**config.mk**
```make
export PLATFORM = sky130hd
export DESIGN_NAME = npt_cell
export DESIGN_NICKNAME = d
export VERILOG_FILES = /design/src/sv/nearest_pitch_time_matcher_top_assert.svh /design/src/sv/npt_pkg.sv /design/src/sv/npt_cell.sv
export SDC_FILE = /design/constraint.sdc
export NUM_CORES = 1
export LEC_CHECK = 0
export BUFFER_PORTS_ARGS = -buffer_cell sky130_fd_sc_hd__buf_2
export CAP_MARGIN = 5
export CORE_UTILIZATION = 25
export DETAILED_ROUTE_END_ITERATION = 10
export SYNTH_ARGS = -nofsm -noshare
export SYNTH_HDL_FRONTEND = slang
export SYNTH_SLANG_ARGS = --single-unit
```
**constraint.sdc**
```tcl
create_clock -name i_clk -period 15 [get_ports i_clk]
set_input_delay 1.5 -clock i_clk [delete_from_list [all_inputs] [get_ports i_clk]]
set_output_delay 1.5 -clock i_clk [all_outputs]
set_load 0.05 [all_outputs]
```
**src/sv/nearest_pitch_time_matcher_top_assert.svh**
```systemverilog
// ----------------------------------------------------------------------------
// nearest_pitch_time_matcher_top_assert.svh
// Assertion macros for the nearest pitch/time matcher; empty under SYNTH.
// ----------------------------------------------------------------------------
`ifndef NEAREST_PITCH_TIME_MATCHER_TOP_ASSERT_SVH
`define NEAREST_PITCH_TIME_MATCHER_TOP_ASSERT_SVH

`ifndef SYNTH
// expression holds at every clock edge outside reset
`define NPT_ASSERT_ALWAYS(lbl, expr) \
    lbl: assert property (@(posedge i_clk) disable iff (!i_rst_n) (expr)) \
        else $error("npt assertion failed");
// antecedent implies consequent in the same cycle
`define NPT_ASSERT_IMPL(lbl, ante, cons) \
    lbl: assert property (@(posedge i_clk) disable iff (!i_rst_n) (ante) |-> (cons)) \
        else $error("npt assertion failed");
`else
`define NPT_ASSERT_ALWAYS(lbl, expr)
`define NPT_ASSERT_IMPL(lbl, ante, cons)
`endif

`endif

```
**src/sv/npt_pkg.sv**
```systemverilog
// ----------------------------------------------------------------------------
// npt_pkg
// Shared widths, function codes and the scan packet of the pitch/time matcher.
// ----------------------------------------------------------------------------
package npt_pkg;

    localparam int DEPTH_DEF = 256;
    localparam int PITCH_W   = 7;
    localparam int TIME_W    = 32;
    localparam int CONF_W    = 16;
    localparam int FUNC_W    = 2;

    localparam logic [FUNC_W-1:0] FN_CLEAR = 2'd0;
    localparam logic [FUNC_W-1:0] FN_LOAD  = 2'd1;
    localparam logic [FUNC_W-1:0] FN_QUERY = 2'd2;

    // query packet walking down the cell row
    typedef struct packed {
        logic                     valid;
        logic [PITCH_W-1:0]       pitch;
        logic [TIME_W-1:0]        time_ms;
        logic [TIME_W-1:0]        best;
        logic                     found;
        logic signed [CONF_W-1:0] win;
    } t_pkt;

    // entry write broadcast to the cells
    typedef struct packed {
        logic                     en;
        logic [PITCH_W-1:0]       pitch;
        logic [TIME_W-1:0]        time_ms;
        logic signed [CONF_W-1:0] conf;
    } t_wr;

endpackage

```
**src/sv/npt_cell.sv**
```systemverilog
// ----------------------------------------------------------------------------
// npt_cell
// One table entry plus one stage of the query scan: compare, keep the closer.
// ----------------------------------------------------------------------------
module npt_cell #(
    parameter int IDX   = 0,
    parameter int AW    = 8,
    parameter int CW    = 9
) (
    input  logic          i_clk,
    input  logic          i_rst_n,
    input  npt_pkg::t_wr  i_wr,
    input  logic [AW-1:0] i_waddr,
    input  logic [CW-1:0] i_count,
    input  npt_pkg::t_pkt i_pkt,
    output npt_pkg::t_pkt o_pkt
);
    import npt_pkg::*;

    localparam logic [AW-1:0] IDX_A = AW'(IDX);
    localparam logic [CW-1:0] IDX_C = CW'(IDX);

    logic [PITCH_W-1:0]       r_pitch;
    logic [TIME_W-1:0]        r_time;
    logic signed [CONF_W-1:0] r_conf;
    t_pkt                     r_pkt;
    t_pkt                     n_pkt;

    logic [TIME_W-1:0] w_dist;
    logic              w_take;

    always_comb begin
        if (r_time > i_pkt.time_ms) begin
            w_dist = r_time - i_pkt.time_ms;
        end else begin
            w_dist = i_pkt.time_ms - r_time;
        end
        // only loaded entries take part; ties go to the later cell
        w_take = i_pkt.valid && (IDX_C < i_count) && (r_pitch == i_pkt.pitch)
                 && (w_dist <= i_pkt.best);
        n_pkt = i_pkt;
        if (w_take) begin
            n_pkt.best  = w_dist;
            n_pkt.found = 1'b1;
            n_pkt.win   = r_conf;
        end
    end

    always_ff @(posedge i_clk) begin
        if (i_wr.en && (i_waddr == IDX_A)) begin
            r_pitch <= i_wr.pitch;
            r_time  <= i_wr.time_ms;
            r_conf  <= i_wr.conf;
        end
        if (!i_rst_n) begin
            r_pkt <= '0;
        end else begin
            r_pkt <= n_pkt;
        end
    end

    assign o_pkt = r_pkt;

endmodule

```
Word-level counts from Yosys, hierarchy flattened
Index checks and enable logic that the tools add are counted.
{"block": "word_totals", "register_bits": 144, "latchBits": 0, "ram_bits": 0, "rom_bits": 0, "in_bits": 164, "wordCells": 22, "n_memories": 0}
{"block": "classes", "n_addsub": 2, "n_mul": 0, "div": 0, "magnitude_cmp": 3, "eq_ne": 1, "shifts": 0, "mux": 2, "bitwise_logic": 0, "n_reduce_logical": 5}
{"op": "subtractor 32 bit", "n": 2}
{"op": "two-way mux 49 bit", "n": 1}
{"op": "> comparator 32 bit", "n": 1}
{"op": "less-or-equal comparator 32 bit", "n": 1}
{"op": "two-way mux 32 bit", "n": 1}
{"op": "less-than comparator 1 x 9 -> 1 bit, first input constant", "n": 1}
{"op": "logical NOT 8 bit", "n": 1}
{"op": "equality test 7 bit", "n": 1}
{"op": "logical AND 1 bit", "n": 4}

Longest topological paths before layout
{"block": "logic_depth", "depth_word": 5, "ltp_mapped": 26, "ltp_nobuf": 23}

Worst setup path before layout
No wires, ideal clock.
{"block": "synth_path", "path_type": "in2reg", "startpoint": "input i_waddr[2]", "endpoint": "register r_conf[0] (enable)", "setup_time_ns": 0.610, "arrival_ns": 7.071, "required_ns": 14.390, "setup_slack_ns": 7.319, "path_stages": 3, "path_cell_list": "nor4_1 -> nand3b_1 -> nor4_1"}
{"block": "synth_between", "elab_chain_cells": 2}
{"element": "start, declared", "line": "npt_cell.sv:13", "text": "input logic [AW-1:0] i_waddr,"}
{"element": "logical NOT 8 bit", "line": "npt_cell.sv:50", "text": "if (i_wr.en && (i_waddr == IDX_A)) begin"}
{"element": "logical AND 1 bit", "line": "npt_cell.sv:50"}
{"element": "end signal, assigned", "line": "npt_cell.sv:53", "text": "r_conf <= i_wr.conf;"}
{"element": "end, declared", "line": "npt_cell.sv:25", "text": "logic signed [CONF_W-1:0] r_conf;"}
Every way passes these cells.
A chain may end at the register's enable or synchronous reset.

Worst setup path in the final report
{"block": "layout_path", "startpoint": "input i_pkt[62] in the netlist's numbering", "endpoint": "register r_pkt, in the netlist o_pkt[48]"}
{"block": "layout_between", "elab_chain_cells": 5, "elab_cells_between_ends": 7, "classes_between": "add/sub (2); order compare (2); mux (2); reduce/logical (1)"}
{"element": "start, declared", "line": "npt_cell.sv:15", "text": "input npt_pkg::t_pkt i_pkt,"}
{"element": "subtractor 32 bit (tied with other cells)", "line": "npt_cell.sv:36", "text": "w_dist = i_pkt.time_ms - r_time;"}
{"element": "two-way mux 32 bit (*)", "line": "npt_cell.sv:33", "text": "if (r_time > i_pkt.time_ms) begin"}
{"element": "less-or-equal comparator 32 bit", "line": "npt_cell.sv:40", "text": "&& (w_dist <= i_pkt.best);"}
{"element": "logical AND 1 bit", "line": "npt_cell.sv:40"}
{"element": "two-way mux 49 bit (*)", "line": "npt_cell.sv:42", "text": "if (w_take) begin"}
{"element": "end signal, assigned", "line": "npt_cell.sv:58", "text": "r_pkt <= n_pkt;"}
{"element": "end, declared", "line": "npt_cell.sv:26", "text": "t_pkt r_pkt;"}
Mark *: on every way between the ends. The rest lies on a longest branch, timed or not.

==> results.md <==
- Crit-path cells: buf_2 > inv_1 > ha_1 > nand4_1 > nor4_4 > o21ai_0 > o211ai_2 > a22o_1 > mux2i_1 > a21oi_1 > xnor2_1 > ha_1 > nand4_1 > nor4_1 > nand3_1 > nand2_1 > a31oi_1 > a211oi_4 > buf_4 > nor2_1 > o2bb2a_1 > nand3_1
- Largest family of logic cells by synthesized area: compound AO/OA/AOI/OAI gates
- Starting DRT DRC Count: 492
- Final std cells w/o fill: 1707
- CP bufs+invs: 3
- Status: finished, final reports clean
- # IOs: 253
- Pint: 0.733 mW
- Largest cells by area after synthesis: dfxtp_1, edfxtp_1, ha_1
- Routed Antenna Nets: 0
- DR top layer: met5
- Routed WL: 29.3 mm
- Synth Cell Area: 9020 um^2
- Critical Path Fanout Max: between 40 and 50
- Kind of critical path: input port to register
- First-pass GRT wire length: ~44 mm
- Main synth FF type: dfxtp_1
- Fin crit share: 48.2%
- Post-Synth XOR/XNOR Area: 3.67%
- EDFF count, synth: 55
- CP max stage cell: a22o_1
- R2R Path End: o_pkt[48]$_SDFF_PN0_
- Final global-route overflow total: 0
- Seq/Total Area, Yosys: a little under two fifths
- Leakage: 5.32 nW
- Worst IR Drop VDD: 0.0795 mV
- Required @ worst endpoint: 15.33 ns
- Detailed-route wire length per cell: 17.2 um
- Clock Latency Late Sink: 0.45 ns
- Pin slew with the least headroom to its limit: 1.05 ns
- Crit path DAT: 7.57 ns
- DIE AREA: 36900 um^2
- RSZ-0062 raised after global routing: false
- Sink Count: about 140
- Cells after Synth: 1007
- Hold/Removal Path Class: register to register
- Crit-path max cell delay: 0.86 ns
- Mapped Nets: 1268
- Max-Slew Margin vs Limit: between 30% and 40%
- Hold Crit Start: r_conf[12]$_DFFE_PP_
- Dpl ws: 7.18 ns
- Vias in the first global route: between 7000 and 8000
- Seq pwr share: 39.0%
- Switch share: 32.3%
- Register bit total from synthesis: 144
- Post CTS Setup Buffer Count: 0
- Mux cell area share after synthesis: 3.80%
- CP top delay family: simple AND/OR/NAND/NOR gates
- Final setup fails: 0
- R2R depth: 20
- CTS tree: yes
- Hold Path Stages: 2
- # DRC: 0
- H-Tree Level Count: 4
- Worst reg2reg startpoint: r_time[13]$_DFFE_PP_
- Die Wd: roughly 190 um
- Routed length on met1: between 10 and 15 mm
- P&R area growth vs syn: 24.5%
- Worst hold endpoint: o_pkt[12]$_SDFF_PN0_
- Startpoint Class: input port
- Dpl cells: 1674
- Final core area utilization: 31.6%
- Cell Rows: 69
- Worst setup path startpoint: i_pkt[62]
- CP Capture Type: register
- Hpwl dp: 23.2 mm
- Core area: 35600 um^2
- Simple-gate area share of the yosys netlist: around 14%
- Max Buffers Root-to-Sink: 2
- DR pass1 iterations: 5
- Nets: 1493
- Die Ht: around 190 um
- Hold_buf cts: 0
- Largest net degree at the start of global routing: 56
- Met2 WL: around 14 mm
- R2R Setup Slk: 8.55 ns
- Worst hold slack: slightly below 0.5 ns
- Synthesized area per cell: around 9 um^2
- Final Hold Violating Endpoints: 0
- Max-cap viol count: 0
- Yosys cell types: 68
- Max Slew Vio Count: 0
- Post-route setup slack: approximately 7.8 ns
- Fin Setup TNS: 0 ns
- Via count: 7995
- Psw: 0.349 mW
- Avg Vias per Cell: 4.68
- Initial antenna violation count: 2
- CTS Root Cell: clkbuf_16
- All-layer global routing usage: 16.0%
- WL met3: around 1.7 mm
- Port bufs: 252
- GPL Wtd Cong: 0.853
- CTS resizes: 0
- Synth Area in Compound Gates: 19.1%
- Achievable Freq: 138 MHz
- Synth Area in Adders: 13.6%
- Top cell type's share of synthesized area: 19.7%
- Synth warn: 0
- Clock Power Share: 39.2%
- CTS buffer count: 17
- Min Tclk post-route: a little over 7 ns
- Pwr dens: 96.3 nW/um^2
- Initial Utilization: 25.4%
- Comb power frac: between 20% and 30%
- Share of layout cells above drive strength 1: 25.5%
- Skew final: 0.0124 ns
- Leading area contributor after synthesis: dfxtp_1
- Ys async rst share: 0%
- CTS clk-pin slew, worst paths: roughly 0.070 ns
## stage by stage
| step | area (um^2) | power, mW |
|---|---|---|
| 5_1_grt | 11200 | 1.14 |
| 3_3_place_gp | 10700 | 0.666 |
| 4_1_cts | 11200 | 1.10 |
| 3_5_place_dp | 10700 | 0.667 |
| 6_report | 11200 | 1.08 |
| 2_1_floorplan | 9020 | 0.588 |
## flip-flops by register name, indices dropped and copies added (netlist names)
register,flops
o_pkt,89
r_conf,16
r_pitch,7
r_time,32
## layout by cell type, fill, tap and decap left out, drive strengths merged, types with 10 or more instances in the layout
cell type / count
a21oi: 89
ha: 95
mux2i: 32
a31o: 10
nand3: 19
a21o: 33
o21bai: 10
buf: 255
inv: 124
nor4: 10
clkbuf: 18
and2: 17
dfxtp: 89
xnor2: 27
o21ai: 48
nand2: 52
xor2: 10
edfxtp: 55
nor3: 17
nand4: 23
nor2: 104
a211oi: 20
## area by class of cell
class / count / area (um^2)
repair buffers: 255 / 1280
well taps: 461 / 577
flip-flops and latches: 144 / 3430
clock inverters: 14 / 141
fillers: 3808 / 24300
inverters: 113 / 424
multi-input cells: 701 / 4950
diodes: 1 / 2.50
clock buffers: 18 / 429
## cells in the mapped netlist (3+ instances only)
master      n
inv_1     113
nor2_1    104
ha_1       95
a21oi_1    89
dfxtp_1    89
edfxtp_1   55
nand2_1    52
o21ai_0    47
a21o_1     33
mux2i_1    32
xnor2_1    26
buf_2      25
clkbuf_1   21
nand4_1    21
a211oi_1   18
nand3_1    18
nor3_1     17
and2_1     15
o21bai_1   10
xor2_1     10
nor4_1      9
a31o_2      8
o21a_1      7
a31oi_1     6
and3_1      6
nor2b_1     6
o211ai_1    6
o31ai_1     6
o21ba_2     5
a221oi_1    3
a311oi_1    3
and4_1      3
buf_6       3
## power groups by stage
stage	clock network (mW)	logic, mW	registers (mW)
after floorplan	0	0.112	0.476
after CTS	0.444	0.237	0.422
after global routing	0.458	0.259	0.423
after global placement	0	0.236	0.431
final	0.424	0.236	0.422
after detailed placement	0	0.236	0.431
## worst max path at each step
stage / to / slack (ns) / cells past startpoint
after floorplan: r_conf[0]$_DFFE_PP_ / 7.32 / 3
after global placement: o_pkt[48]$_SDFF_PN0_ / 7.24 / 22
after detailed placement: o_pkt[48]$_SDFF_PN0_ / 7.18 / 22
after CTS: o_pkt[48]$_SDFF_PN0_ / 7.66 / 22
after global routing: o_pkt[48]$_SDFF_PN0_ / 7.18 / 22
final: o_pkt[48]$_SDFF_PN0_ / 7.77 / 22
## layer usage
layer	GRT usage, %	up-vias
met4	4.24	2
met3	4.13	29
met2	26.3	249
li1	-	3982
met5	0	-
met1	20.5	3733
## tightest hold or removal path: stages, from the launching register on
cell and delay, ns:
edfxtp_1 0.33, mux2i_1 0.06, nor2_1 0.07
## logic make-up after synthesis
| logic type | after synthesis |
|---|---|
| AO/OA/AOI/OAI | 266 |
| adder cells (fa/ha/maj) | 97 |
| multiplexers | 34 |
| flip-flops | 144 |
| AND/OR/NAND/NOR | 267 |
| XOR/XNOR | 37 |
| buffers and inverters | 162 |
No activity file was read; power rests on OpenSTA's default activity.
